## src/hdl/assert_macros.svh

```systemverilog
// Assertion helpers, clocked on clk_i and disabled while rst_ni is low.
`ifndef ASSERT_MACROS_SVH
`define ASSERT_MACROS_SVH
`ifndef NO_ASSERTIONS
`define CPIO_ASSERT(lbl, prop) \
  lbl: assert property (@(posedge clk_i) disable iff (!rst_ni) prop) else $error("check failed");
`define CPIO_NEVER(lbl, expr) \
  lbl: assert property (@(posedge clk_i) disable iff (!rst_ni) !(expr)) else $error("bad state");
`else
`define CPIO_ASSERT(lbl, prop)
`define CPIO_NEVER(lbl, expr)
`endif
`endif

```

## src/hdl/cpio_pkg.sv

```systemverilog
package cpio_pkg;

  localparam int unsigned ImageSlots = 64;
  localparam int unsigned NameLimit  = 128;
  localparam int unsigned HdrLen     = 110;
  localparam int unsigned FsizePos   = 54;
  localparam int unsigned NsizePos   = 94;

  localparam logic [2:0] PH_FIRST    = 3'd0;
  localparam logic [2:0] PH_HDR      = 3'd1;
  localparam logic [2:0] PH_NAME     = 3'd2;
  localparam logic [2:0] PH_NAME_PAD = 3'd3;
  localparam logic [2:0] PH_DATA     = 3'd4;
  localparam logic [2:0] PH_DATA_PAD = 3'd5;
  localparam logic [2:0] PH_IDLE     = 3'd6;

  localparam logic [3:0] M_LEAD     = 4'd0;
  localparam logic [3:0] M_WS       = 4'd1;
  localparam logic [3:0] M_SIGN     = 4'd2;
  localparam logic [3:0] M_ZERO     = 4'd3;
  localparam logic [3:0] M_HEXPFX   = 4'd4;
  localparam logic [3:0] M_DEC      = 4'd5;
  localparam logic [3:0] M_OCT      = 4'd6;
  localparam logic [3:0] M_HEX      = 4'd7;
  localparam logic [3:0] M_STOP     = 4'd8;
  localparam logic [3:0] M_END_NONE = 4'd9;
  localparam logic [3:0] M_END_TOK  = 4'd10;

  localparam logic [2:0] EV_PAYLOAD  = 3'd0;
  localparam logic [2:0] EV_START    = 3'd1;
  localparam logic [2:0] EV_FINISHED = 3'd2;
  localparam logic [2:0] EV_NOT_ARC  = 3'd3;
  localparam logic [2:0] EV_ERROR    = 3'd4;

  localparam logic [2:0] ERR_NONE      = 3'd0;
  localparam logic [2:0] ERR_TRUNC     = 3'd1;
  localparam logic [2:0] ERR_MAGIC     = 3'd2;
  localparam logic [2:0] ERR_NAME_LEN  = 3'd3;
  localparam logic [2:0] ERR_UNTERM    = 3'd4;
  localparam logic [2:0] ERR_NO_ID     = 3'd5;
  localparam logic [2:0] ERR_BAD_ID    = 3'd6;
  localparam logic [2:0] ERR_NON_HEX   = 3'd7;

  typedef struct packed {
    logic        last;
    logic [7:0]  data_byte;
    logic [31:0] entry_size;
    logic [5:0]  image_id;
    logic [2:0]  error_code;
    logic [2:0]  event_res;
  } res_t;

  function automatic logic [7:0] magic_char(input logic [2:0] i);
    logic [7:0] ch;
    case (i)
      3'd1, 3'd3: ch = 8'h37;
      3'd5:       ch = 8'h31;
      default:    ch = 8'h30;
    endcase
    return ch;
  endfunction

  function automatic logic [7:0] trailer_char(input logic [3:0] i);
    logic [7:0] ch;
    case (i)
      4'd0:    ch = 8'h54;
      4'd1:    ch = 8'h52;
      4'd2:    ch = 8'h41;
      4'd3:    ch = 8'h49;
      4'd4:    ch = 8'h4c;
      4'd5:    ch = 8'h45;
      4'd6:    ch = 8'h52;
      default: ch = 8'h21;
    endcase
    return ch;
  endfunction

  function automatic logic [4:0] hex_val(input logic [7:0] c);
    logic [4:0] h;
    if (c >= 8'h30 && c <= 8'h39) h = {1'b0, c[3:0]};
    else if ((c >= 8'h61 && c <= 8'h66) || (c >= 8'h41 && c <= 8'h46))
      h = {1'b0, c[3:0] + 4'd9};
    else h = 5'h10;
    return h;
  endfunction

  function automatic res_t mk_res(input logic [2:0] ev, input logic [2:0] err,
                                  input logic [5:0] id, input logic [31:0] sz,
                                  input logic [7:0] d, input logic lst);
    res_t r;
    r.event_res  = ev;
    r.error_code = err;
    r.image_id   = id;
    r.entry_size = sz;
    r.data_byte  = d;
    r.last       = lst;
    return r;
  endfunction

endpackage

```

## src/hdl/cpio_newc_image_unpacker_top.sv

```systemverilog
// Channel   Dir  Fields (low bit up)
// s_axis    in   tdata: in_byte[7:0]
// m_axis    out  tdata: error_code, image_id, entry_size, data_byte, zero fill;
//                tuser: event_res; tlast: entry_last
// cfg       in   cfg_wdata_i: archive_length
// One input beat is taken per cycle while the queue has room; its results land in a four-deep result queue.
// A beat yields up to two results, so input is taken while the queue holds two or fewer.
// Reset clears the parser state and empties the queue; archive_length resets to zero.
// Output stalls hold results in the queue; once it holds more than two, input is stalled too.
module cpio_newc_image_unpacker_top #(
  parameter int unsigned IMAGE_SLOTS = cpio_pkg::ImageSlots,
  parameter int unsigned NAME_LIMIT  = cpio_pkg::NameLimit
) (
  input  logic        clk_i,
  input  logic        rst_ni,
  input  logic        cfg_we_i,
  input  logic [31:0] cfg_wdata_i,
  input  logic        s_axis_tvalid,
  output logic        s_axis_tready,
  input  logic [7:0]  s_axis_tdata,   // in_byte
  output logic        m_axis_tvalid,
  input  logic        m_axis_tready,
  output logic [55:0] m_axis_tdata,   // error_code, image_id, entry_size, data_byte
  output logic [2:0]  m_axis_tuser,   // event_res
  output logic        m_axis_tlast    // entry_last
);
  import cpio_pkg::*;

  `include "assert_macros.svh"

  logic [31:0] len_q;
  logic [2:0]  ph_q, ph_d;
  logic [31:0] off_q, off_d;
  logic [7:0]  fld_q, fld_d;
  logic [31:0] sacc_q, sacc_d;
  logic [31:0] nlen_q, nlen_d;
  logic [31:0] drem_q, drem_d;
  logic [31:0] idv_q, idv_d;
  logic [3:0]  mode_q, mode_d;
  logic        tm_q, tm_d;
  logic [5:0]  cid_q, cid_d;

  res_t        fifo_q [4];
  logic [1:0]  wp_q, rp_q;
  logic [2:0]  cnt_q;
  res_t        r0, r1;
  logic [1:0]  npush;
  logic        acc, pop;

  logic [7:0]  c;
  logic [32:0] nxt;
  logic [33:0] al;
  logic [4:0]  hv;
  logic [3:0]  fm;
  logic [31:0] fv;
  logic [35:0] a8, a10, a16;
  logic [3:0]  dg;

  assign acc = s_axis_tvalid && s_axis_tready;
  assign pop = m_axis_tvalid && m_axis_tready;
  assign s_axis_tready = (cnt_q <= 3'd2);
  assign m_axis_tvalid = (cnt_q != 3'd0);
  assign c   = s_axis_tdata;
  assign nxt = {1'b0, off_q} + 33'd1;
  assign al  = ({1'b0, nxt} + 34'd3) & ~34'd3;
  assign hv  = hex_val(c);
  assign dg  = (c >= 8'h30 && c <= 8'h39) ? c[3:0] : hv[3:0];
  assign a8  = {1'b0, idv_q, 3'b0} + {32'd0, dg};
  assign a10 = {1'b0, idv_q, 3'b0} + {3'b0, idv_q, 1'b0} + {32'd0, dg};
  assign a16 = {idv_q, 4'b0} + {32'd0, dg};

  always_comb begin
    logic [3:0] md;
    logic [35:0] av;
    logic        upd;
    md  = mode_q;
    fm  = mode_q;
    fv  = idv_q;
    av  = '0;
    upd = 1'b0;
    if (mode_q < M_END_NONE) begin
      if (c == 8'h00) begin
        fm = (mode_q == M_LEAD) ? M_END_NONE : M_END_TOK;
      end else if (!(mode_q == M_LEAD && c == 8'h3a)) begin
        if (md == M_LEAD) md = M_WS;
        fm = md;
        if (md == M_WS && (c == 8'h20 || (c >= 8'h09 && c <= 8'h0d))) begin
          fm = M_WS;
        end else if (md == M_WS && c == 8'h2b) begin
          fm = M_SIGN;
        end else if (md == M_WS && c == 8'h2d) begin
          fv = '0;
          fm = M_STOP;
        end else begin
          case (md)
            M_WS, M_SIGN: begin
              if (c == 8'h30) fm = M_ZERO;
              else if (c >= 8'h31 && c <= 8'h39) begin
                av = a10; upd = 1'b1; fm = M_DEC;
              end else fm = M_STOP;
            end
            M_ZERO: begin
              if (c == 8'h78 || c == 8'h58) fm = M_HEXPFX;
              else if (c >= 8'h30 && c <= 8'h37) begin
                av = a8; upd = 1'b1; fm = M_OCT;
              end else fm = M_STOP;
            end
            M_HEXPFX, M_HEX: begin
              if (!hv[4]) begin
                av = a16; upd = 1'b1; fm = M_HEX;
              end else fm = M_STOP;
            end
            M_DEC: begin
              if (c >= 8'h30 && c <= 8'h39) begin
                av = a10; upd = 1'b1;
              end else fm = M_STOP;
            end
            M_OCT: begin
              if (c >= 8'h30 && c <= 8'h37) begin
                av = a8; upd = 1'b1;
              end else fm = M_STOP;
            end
            default: fm = md;
          endcase
        end
      end
    end
    if (upd) fv = (av[35:32] != 4'd0) ? 32'hFFFF_FFFF : av[31:0];
  end

  always_comb begin
    logic        tm;
    logic [31:0] nl;
    logic [34:0] s1, s2;
    logic        hdr_fail;
    ph_d   = ph_q;
    off_d  = off_q;
    fld_d  = fld_q;
    sacc_d = sacc_q;
    nlen_d = nlen_q;
    drem_d = drem_q;
    idv_d  = idv_q;
    mode_d = mode_q;
    tm_d   = tm_q;
    cid_d  = cid_q;
    r0     = '0;
    r1     = '0;
    npush  = 2'd0;
    tm     = tm_q;
    nl     = nlen_q - 32'd1;
    s1     = {2'b0, nxt} + {3'b0, nlen_q};
    s2     = s1 + {3'b0, drem_q};
    hdr_fail = (al + 34'(HdrLen)) > {2'b0, len_q};
    if (acc && ph_q != PH_IDLE) begin
      off_d = off_q + 32'd1;
      case (ph_q)
        PH_FIRST, PH_HDR: begin
          if (ph_q == PH_FIRST && fld_q == 8'd0 && len_q < 32'(HdrLen)) begin
            r0 = mk_res(EV_NOT_ARC, ERR_NONE, '0, '0, '0, 1'b0); npush = 2'd1;
            ph_d = PH_IDLE;
          end else if (fld_q < 8'd6 && c != magic_char(fld_q[2:0])) begin
            r0 = (ph_q == PH_FIRST) ? mk_res(EV_NOT_ARC, ERR_NONE, '0, '0, '0, 1'b0)
                                   : mk_res(EV_ERROR, ERR_MAGIC, '0, '0, '0, 1'b0);
            npush = 2'd1;
            ph_d = PH_IDLE;
          end else if (((fld_q >= 8'(FsizePos) && fld_q < 8'(FsizePos + 8)) ||
                        (fld_q >= 8'(NsizePos) && fld_q < 8'(NsizePos + 8))) && hv[4]) begin
            r0 = mk_res(EV_ERROR, ERR_NON_HEX, '0, '0, '0, 1'b0); npush = 2'd1;
            ph_d = PH_IDLE;
          end else begin
            if ((fld_q >= 8'(FsizePos) && fld_q < 8'(FsizePos + 8)) ||
                (fld_q >= 8'(NsizePos) && fld_q < 8'(NsizePos + 8))) begin
              if (fld_q == 8'(FsizePos) || fld_q == 8'(NsizePos))
                sacc_d = {28'd0, hv[3:0]};
              else sacc_d = {sacc_q[27:0], hv[3:0]};
              if (fld_q == 8'(FsizePos + 7)) drem_d = sacc_d;
              if (fld_q == 8'(NsizePos + 7)) nlen_d = sacc_d;
            end
            if (fld_q < 8'(HdrLen - 1)) begin
              fld_d = fld_q + 8'd1;
            end else if (s1 > {3'b0, len_q} || s2 > {3'b0, len_q}) begin
              r0 = mk_res(EV_ERROR, ERR_TRUNC, '0, '0, '0, 1'b0); npush = 2'd1;
              ph_d = PH_IDLE;
            end else if (nlen_q == 32'd0 || nlen_q > 32'(NAME_LIMIT)) begin
              r0 = mk_res(EV_ERROR, ERR_NAME_LEN, '0, '0, '0, 1'b0); npush = 2'd1;
              ph_d = PH_IDLE;
            end else begin
              fld_d  = '0;
              idv_d  = '0;
              mode_d = M_LEAD;
              tm_d   = 1'b1;
              ph_d   = PH_NAME;
            end
          end
        end
        PH_NAME: begin
          if (mode_q < M_END_NONE) begin
            if (c == 8'h00) begin
              if (fld_q != 8'd10) tm = 1'b0;
            end else if (fld_q >= 8'd10 || c != trailer_char(fld_q[3:0])) begin
              tm = 1'b0;
            end
          end
          tm_d   = tm;
          mode_d = fm;
          idv_d  = fv;
          if (fld_q != 8'd255) fld_d = fld_q + 8'd1;
          nlen_d = nl;
          if (nl == 32'd0) begin
            npush = 2'd1;
            ph_d  = PH_IDLE;
            if (c != 8'h00) r0 = mk_res(EV_ERROR, ERR_UNTERM, '0, '0, '0, 1'b0);
            else if (tm) r0 = mk_res(EV_FINISHED, ERR_NONE, '0, '0, '0, 1'b0);
            else if (fm == M_END_NONE) r0 = mk_res(EV_ERROR, ERR_NO_ID, '0, '0, '0, 1'b0);
            else if (fv < 32'd1 || fv >= 32'(IMAGE_SLOTS))
              r0 = mk_res(EV_ERROR, ERR_BAD_ID, '0, '0, '0, 1'b0);
            else if (({1'b0, al} + {3'b0, drem_q}) > {3'b0, len_q})
              r0 = mk_res(EV_ERROR, ERR_TRUNC, '0, '0, '0, 1'b0);
            else begin
              cid_d = fv[5:0];
              r0 = mk_res(EV_START, ERR_NONE, fv[5:0], drem_q, '0, drem_q == 32'd0);
              if (drem_q == 32'd0) begin
                if (hdr_fail) begin
                  r1 = mk_res(EV_ERROR, ERR_TRUNC, '0, '0, '0, 1'b0); npush = 2'd2;
                end else begin
                  fld_d = '0;
                  ph_d  = (al != {1'b0, nxt}) ? PH_DATA_PAD : PH_HDR;
                end
              end else begin
                ph_d = (al != {1'b0, nxt}) ? PH_NAME_PAD : PH_DATA;
              end
            end
          end
        end
        PH_NAME_PAD: begin
          if (nxt[1:0] == 2'd0) ph_d = PH_DATA;
        end
        PH_DATA: begin
          r0 = mk_res(EV_PAYLOAD, ERR_NONE, cid_q, '0, c, drem_q <= 32'd1);
          npush = 2'd1;
          if (drem_q > 32'd1) begin
            drem_d = drem_q - 32'd1;
          end else begin
            drem_d = '0;
            if (hdr_fail) begin
              r1 = mk_res(EV_ERROR, ERR_TRUNC, '0, '0, '0, 1'b0); npush = 2'd2;
              ph_d = PH_IDLE;
            end else begin
              fld_d = '0;
              ph_d  = (al != {1'b0, nxt}) ? PH_DATA_PAD : PH_HDR;
            end
          end
        end
        PH_DATA_PAD: begin
          if (nxt[1:0] == 2'd0) begin
            fld_d = '0;
            ph_d  = PH_HDR;
          end
        end
        default: ph_d = PH_IDLE;
      endcase
    end
  end

  always_ff @(posedge clk_i or negedge rst_ni) begin
    if (!rst_ni) begin
      len_q  <= '0;
      ph_q   <= PH_FIRST;
      off_q  <= '0;
      fld_q  <= '0;
      sacc_q <= '0;
      nlen_q <= '0;
      drem_q <= '0;
      idv_q  <= '0;
      mode_q <= M_LEAD;
      tm_q   <= 1'b1;
      cid_q  <= '0;
      wp_q   <= '0;
      rp_q   <= '0;
      cnt_q  <= '0;
    end else begin
      if (cfg_we_i) len_q <= cfg_wdata_i;
      ph_q   <= ph_d;
      off_q  <= off_d;
      fld_q  <= fld_d;
      sacc_q <= sacc_d;
      nlen_q <= nlen_d;
      drem_q <= drem_d;
      idv_q  <= idv_d;
      mode_q <= mode_d;
      tm_q   <= tm_d;
      cid_q  <= cid_d;
      wp_q   <= wp_q + npush;
      if (pop) rp_q <= rp_q + 2'd1;
      cnt_q  <= cnt_q + {1'b0, npush} - {2'b0, pop};
    end
  end

  always_ff @(posedge clk_i) begin
    if (npush != 2'd0) fifo_q[wp_q] <= r0;
    if (npush == 2'd2) fifo_q[wp_q + 2'd1] <= r1;
  end

  assign m_axis_tdata = {7'd0, fifo_q[rp_q].data_byte, fifo_q[rp_q].entry_size,
                         fifo_q[rp_q].image_id, fifo_q[rp_q].error_code};
  assign m_axis_tuser = fifo_q[rp_q].event_res;
  assign m_axis_tlast = fifo_q[rp_q].last;

  `CPIO_NEVER(a_cnt_range, cnt_q > 3'd4)
  `CPIO_ASSERT(a_room_on_accept, acc |-> cnt_q <= 3'd2)
  `CPIO_ASSERT(a_idle_sticks, ph_q == PH_IDLE |=> ph_q == PH_IDLE)
  `CPIO_ASSERT(a_two_only_at_end, npush == 2'd2 |-> (ph_q == PH_DATA || ph_q == PH_NAME))

endmodule
```

## config.mk

```make
export PLATFORM = sky130hd
export DESIGN_NAME = cpio_newc_image_unpacker_top
export DESIGN_NICKNAME = d
export VERILOG_FILES = /design/src/hdl/cpio_pkg.sv /design/src/hdl/cpio_newc_image_unpacker_top.sv
export VERILOG_INCLUDE_DIRS = /design/src /design/src/hdl
export SDC_FILE = /design/constraint.sdc
export NUM_CORES = 2
export LEC_CHECK = 0
export BUFFER_PORTS_ARGS = -buffer_cell sky130_fd_sc_hd__clkbuf_2
export CORE_MARGIN = 2
export CORE_UTILIZATION = 55
export CTS_BUF_LIST = sky130_fd_sc_hd__clkbuf_4 sky130_fd_sc_hd__clkbuf_8
export DETAILED_ROUTE_END_ITERATION = 7
export PLACE_DENSITY = 0.7
export SYNTH_ARGS = -nofsm -noshare
export SYNTH_HDL_FRONTEND = slang
export SYNTH_SLANG_ARGS = --single-unit
```

## constraint.sdc

```tcl
create_clock -name clk_i -period 9.9 [get_ports clk_i]
set_clock_uncertainty 0.1 [all_clocks]
set_input_delay 1.485 -clock clk_i [delete_from_list [all_inputs] [get_ports clk_i]]
set_output_delay 1.485 -clock clk_i [all_outputs]
set_load 0.05 [all_outputs]
```

# After elaboration in Yosys (flattened, before gate mapping)
# Memories as Yosys holds them, arrays and structs flattened.
# Cells that the tools add are included.
# classes
n_addsub	20
n_lt_le_gt_ge	29
eq_ne	57
n_mux	192
bitwise_logic	8
n_reduce_logical	56
# op_table
op	count
32-bit two-way mux	26
53-bit two-way mux	9
36-bit two-way mux	12
8-bit two-way mux	25
32-bit one-hot mux with 2 select lines	3
36-bit one-hot mux with 5 select lines	1
53-bit one-hot mux with 3 select lines	1
4-bit two-way mux	32
53-bit one-hot mux with 2 select lines	1
32-bit zero test	3
36-bit by 4-bit adder with 36-bit output	2
34-bit by 32-bit adder with 35-bit output	2
35-bit by 32-bit greater-than comparator with 1-bit output	2
34-bit by 32-bit greater-than comparator with 1-bit output	2
32-bit by 1-bit subtractor with 32-bit output, second input constant	2
3-bit two-way mux	19
8-bit by 6-bit == test with 1-bit output, second input constant	7
7-bit one-hot mux with 6 select lines	1
35-bit by 33-bit adder with 36-bit output	1
35-bit by 4-bit adder with 36-bit output	1
33-bit by 2-bit adder with 34-bit output, second input constant	1
33-bit by 32-bit adder with 34-bit output	1
34-bit by 7-bit adder with 34-bit output, second input constant	1
1-bit two-way mux	34
other kinds (68)	173
# totals
reg_bits	217
mem_bits_rw	212
in_bits	45
output_inout_bits	62
word_cells	377
mem_count	1
# mem_list
name	words	word_bits	read_ports	rd_clocked_by_memory_dff	write_ports	line_no	text
fifo_q	4	53	1	0	2	cpio_newc_image_unpacker_top.sv:43	res_t fifo_q [4];

# Longest topological paths before layout
# logic_depth
ltp_word	31
mapped_depth	49
ltp_nobuf	47

# Worst setup path before layout
# Ideal clock, no wire load.
# synth_path
path_kind	register -> register
from	register off_q[3]
to	memory fifo_q[2][2] in the netlist's numbering, enable pin
setup_time_ns	0.260
arrival_time_ns	8.037
t_required_ns	9.540
slack_ns	1.504
path_stages_with_launch	47
path_buffers	4
path_cell_list	dfrtp_1 buf_2 nand3_1 clkbuf_1 nor2_1 xnor2_1 inv_1 ha_1 nor3_1 nor2_1 o221ai_1 nand2_1 o31a_1 a21boi_0 o21ai_0 and2_1 o21a_1 o21a_1 (+11 left out) xnor2_1 ha_1 nand4_1 or2_2 nor2_1 nand4_1 o21ai_0 a211oi_1 nor3_1 and2_1 a21oi_1 o21ai_0 and3_1 clkbuf_1 nor3_1 a21oi_1 clkbuf_1 inv_1
# synth_rtl
item	line_no	text
start, declared	cpio_newc_image_unpacker_top.sv:33	logic [31:0] off_q, off_d;
start signal, assigned	cpio_newc_image_unpacker_top.sv:269	off_q <= '0;
start signal, assigned	cpio_newc_image_unpacker_top.sv:284	off_q <= off_d;
end, declared	cpio_newc_image_unpacker_top.sv:43	

# Worst setup path in the final report
# layout_path
from	register off_q[1]
to	register cnt_q[1]
# layout_via
elab_chain_len	16
word_cells_on_any_way	29
# layout_lines
item	line_no	text
32-bit by 1-bit adder with 33-bit output *	cpio_newc_image_unpacker_top.sv:64	assign nxt = {1'b0, off_q} + 33'd1;
via nxt[2]	cpio_newc_image_unpacker_top.sv:51	logic [32:0] nxt;
33-bit by 2-bit adder with 34-bit output	cpio_newc_image_unpacker_top.sv:65	assign al = ({1'b0, nxt} + 34'd3) & ~34'd3;
34-bit by 7-bit adder with 34-bit output	cpio_newc_image_unpacker_top.sv:153	hdr_fail = (al + 34'(HdrLen)) > {2'b0, len_q};
34-bit by 32-bit greater-than comparator with 1-bit output	cpio_newc_image_unpacker_top.sv:153	
2-bit two-way mux	cpio_newc_image_unpacker_top.sv:223, cpio_newc_image_unpacker_top.sv:245	
2-bit two-way mux	cpio_newc_image_unpacker_top.sv:222	if (drem_q == 32'd0) begin
2-bit two-way mux	cpio_newc_image_unpacker_top.sv:217	else if (({1'b0, al} + {3'b0, drem_q}) > {3'b0, len_q})
2-bit two-way mux	cpio_newc_image_unpacker_top.sv:215	else if (fv < 32'd1 || fv >= 32'(IMAGE_SLOTS))
2-bit two-way mux	cpio_newc_image_unpacker_top.sv:214	else if (fm == M_END_NONE) r0 = mk_res(EV_ERROR, ERR_NO_ID, '0, '0, '0, 1'b0);
2-bit two-way mux	cpio_newc_image_unpacker_top.sv:213	else if (tm) r0 = mk_res(EV_FINISHED, ERR_NONE, '0, '0, '0, 1'b0);
2-bit two-way mux	cpio_newc_image_unpacker_top.sv:212	if (c != 8'h00) r0 = mk_res(EV_ERROR, ERR_UNTERM, '0, '0, '0, 1'b0);
2-bit two-way mux	cpio_newc_image_unpacker_top.sv:209	if (nl == 32'd0) begin
2-bit one-hot mux with 3 select lines *	cpio_newc_image_unpacker_top.sv:156	case (ph_q)
2-bit two-way mux *	cpio_newc_image_unpacker_top.sv:154	if (acc && ph_q != PH_IDLE) begin
3-bit by 2-bit adder with 3-bit output *	cpio_newc_image_unpacker_top.sv:295	cnt_q <= cnt_q + {1'b0, npush} - {2'b0, pop};
3-bit by 1-bit subtractor with 3-bit output *	cpio_newc_image_unpacker_top.sv:295	
end signal, assigned	cpio_newc_image_unpacker_top.sv:295	
end, declared	cpio_newc_image_unpacker_top.sv:45	logic [2:0] cnt_q;
# Mark *: on every way through the listed nets, which the timed path passes. The rest lies on a longest branch.
# A chain may end at the register's enable or synchronous reset.

==> flow_metrics.env <==
export IMPL_grt_max_degree=100
export IMPL_gp_congestion=1.011
export IMPL_fin_crit_sh_pct=93.61
export IMPL_final_common_cell="o21ai_0"
export IMPL_cts_root_buf="clkbuf_8"
export IMPL_yosysWarnings=0
export IMPL_dp_hpwl_um=82730
export IMPL_whs_ps=352.7
export IMPL_ys_seq_elements=429
export IMPL_post_route_cells_drive_above_1_share_pct=11.21
export IMPL_worstPathMaxFanout=10
export IMPL_insertion_delay_ps=700
export IMPL_multi_input_area_mm2=0.02336
export IMPL_power_mw=7.493
export IMPL_syn_to_final_growth_pct=8.857
export IMPL_place_inst=4916
export IMPL_antenna_found_initial=3
export IMPL_period_needed_ps=9268
export IMPL_fp_dieW_um=255.0
export IMPL_fin_tns_setup_ps=0
export IMPL_r2r_cells=40
export IMPL_worstSetupEndpointType="flip-flop"
export IMPL_first_pass_iters=7
export IMPL_critical_path_class="reg -> reg"
export IMPL_synth_main_ff_cell="dfrtp_1"
export IMPL_io_buffers=99
export IMPL_final_cell_mix="380 x o21ai_0, 345 x nand2_1, 316 x nor2_1"
export IMPL_first_global_vias=29450
export IMPL_fp_coreArea_mm2=0.06274
export IMPL_r2r_start="off_q[1]$_DFFE_PN0P_"
export IMPL_crit_path_end="cnt_q[1]$_DFF_PN0_"
export IMPL_drc=0
export IMPL_wl_um=110900
export IMPL_hp_class="reg -> reg"
export IMPL_nNetsFinal=4509
export IMPL_cap_violations=0
export IMPL_clock_fmax_mhz=107.9
export IMPL_cts_sink_count=429
export IMPL_synth_edf_count=8
export IMPL_vias=32710
export IMPL_powerDensity_mw_per_mm2=198.6
export IMPL_cp_start_kind="flip-flop"
export IMPL_grt_first_pass_wirelength_um=170000
export IMPL_ios=107
export IMPL_postCtsHoldBufs=0
export IMPL_regArea_mm2=0.009767
export IMPL_reg2reg_to="cnt_q[1]$_DFF_PN0_"
export IMPL_hold_start="fifo_q[0][11]$_SDFFE_PP0P_"
export IMPL_ys_seq_area_share_pct=28.15
export IMPL_cts_tree="built"
export IMPL_track_usage_pct=33.30
export IMPL_r2r_slack_ps=630
export IMPL_required_ps=10370
export IMPL_slew_headroom_pct=25.16
export IMPL_dieArea_mm2=0.06503
export IMPL_max_stage_delay_ps=470
export IMPL_htreeDepth=3
export IMPL_wl_per_cell_um=21.93
export IMPL_fin_cells=5059
export IMPL_setup_viol=0
export IMPL_leakage_nw=16.88
export IMPL_rsz0062_at_grt="no"
export IMPL_numCtsBuffers=75
export IMPL_fillCellCount=5666
export IMPL_die_y_um=255.0
export IMPL_drt_iter0_drc=3270
export IMPL_hold_viol=0
export IMPL_tightest_slew_ps=1123
export IMPL_via_per_inst=6.466
export IMPL_syn_instance_count=4136
export IMPL_start_util_pct=55.24
export IMPL_crit_arrival_ps=9740
export IMPL_yosysUniqueCellTypes=117
export IMPL_fp_row_count=92
export IMPL_synthArstFlopShare_pct=50.58
export IMPL_ant_nets=0
export IMPL_cpMostUsedCell="ha_1"
export IMPL_clockBufferDepth=3
export IMPL_ir_drop_mv=0.1240
export IMPL_startpoint="off_q[1]$_DFFE_PN0P_"
export IMPL_grt_ovfl_total=0
export IMPL_path_clk_slew_ps=60
export IMPL_slew_viol_final=0
export IMPL_avgSynthCellArea_um2=8.379
export IMPL_status="completed"
export IMPL_cpMaxStageDelayCell="dfrtp_2"
export IMPL_synthesis_area_mm2=0.03465
-- area by class of cell --
cell class,instances,area share [%]
diodes,1,0.006633
clock buffers,113,3.841
clock inverters,23,0.8491
inverters,164,1.632
multi-input cells,3307,61.94
flip-flops and latches,429,25.89
well taps,846,2.806
repair buffers,176,3.038
-- sequential cells by signal, summed over array words and instances, names as in the netlist --
signal	cells
mode_q	4
fifo_q	212
rp_q	2
nlen_q	32
cid_q	6
fld_q	8
wp_q	2
idv_q	32
tm_q	1
off_q	32
cnt_q	3
ph_q	3
len_q	32
drem_q	32
sacc_q	28
-- worst max-delay path: cells and delay by family (launching register included) --
family | cells | cell delay (ps)
xor gates and xnor gates | 3 | 640
DFF | 1 | 470
buffers and inverters | 3 | 430
and+or+nand+nor | 11 | 2410
AOI/OAI and AO/OA | 16 | 3060
adders and majority gates | 7 | 2040
-- power breakdown --
part | internal [mW] | switching [mW]
Clock | 1.11 | 0.802
Sequential | 1.92 | 0.343
Combinational | 1.25 | 2.07
Total | 4.28 | 3.22
-- synth_stat cells (21+ instances only) --
cell	count	area [um^2]
a211oi_1	30	225.2
a21o_1	107	803.3
a21oi_1	246	1231
a22o_1	157	1375
a22oi_1	33	247.7
a31oi_1	33	206.5
a32oi_1	23	201.4
and2_1	26	162.7
and3_1	47	294.0
buf_2	37	185.2
clkbuf_1	173	649.4
dfrtp_1	216	5405
dfxtp_1	204	4084
ha_1	305	3816
inv_1	164	615.6
mux4_2	53	1194
nand2_1	345	1295
nand2b_1	40	250.2
nand3_1	100	500.5
nand4_1	86	538.0
nor2_1	321	1205
nor2b_1	38	237.7
nor3_1	116	580.6
nor4_1	59	369.1
o211ai_1	22	165.2
o21a_1	34	255.2
o21ai_0	385	1927
o22ai_1	32	200.2
o2bb2ai_1	34	297.8
o31ai_1	31	232.7
or2_2	21	131.4
or3_1	24	150.1
xnor2_1	172	1506
xor2_1	82	718.2
-- stage by stage --
| step | instance area, um^2 | utilization, % | worst slack, ps |
|---|---|---|---|
| after floorplan | 34680 | - | 1504 |
| after global placement | 35830 | 57.11 | 246.6 |
| after detailed placement | 35830 | 57.11 | 72.64 |
| after CTS | 37600 | 59.93 | 3.105 |
| after global routing | 37720 | 60.13 | 12.79 |
| final | 37720 | 60.13 | 632.4 |
-- layer usage --
layer	track usage, %	routed length, um	share of wire [%]	up-vias
li1	-	-	-	15510
met1	48.84	51110	46	15600
met2	48.84	46500	42	1389
met3	4.719	8783	7.9	211
met4	13.92	4508	4.1	4
met5	0	25	0.023	-
-- how the worst min path moves through the flow --
| stage | cells after the start | end |
|---|---|---|
| 6_report | 2 | fifo_q[0][11]$_SDFFE_PP0P_ |
| 3_3_place_gp | 1 | fifo_q[3][51]$_SDFFE_PP0N_ |
| 2_1_floorplan | 1 | fifo_q[2][0]$_SDFFE_PP0N_ |
| 5_1_grt | 2 | fifo_q[0][52]$_SDFFE_PP0P_ |
| 3_5_place_dp | 1 | fifo_q[1][13]$_SDFFE_PP0N_ |
| 4_1_cts | 2 | fifo_q[0][52]$_SDFFE_PP0P_ |
-- kinds of logic after synthesis --
| group | count (synthesis) | share of synthesized area (%) |
|---|---|---|
| other | 1 | 0.01082 |
| AND/OR/NAND/NOR | 1324 | 19.28 |
| XOR/XNOR | 255 | 6.466 |
| flip-flops | 429 | 28.15 |
| buffers and inverters | 406 | 4.892 |
| adder cells (fa/ha/maj) | 312 | 11.39 |
| multiplexers | 68 | 3.896 |
| AO/OA/AOI/OAI | 1341 | 25.92 |
-- repair_timing --
action	4_1_cts	5_1_grt
setup buffers	0	6
setup endpoints to repair	0	244
hold endpoints to repair	0	0
gates resized for setup	0	24
Note: power is estimated with default switching activity, not from simulation.
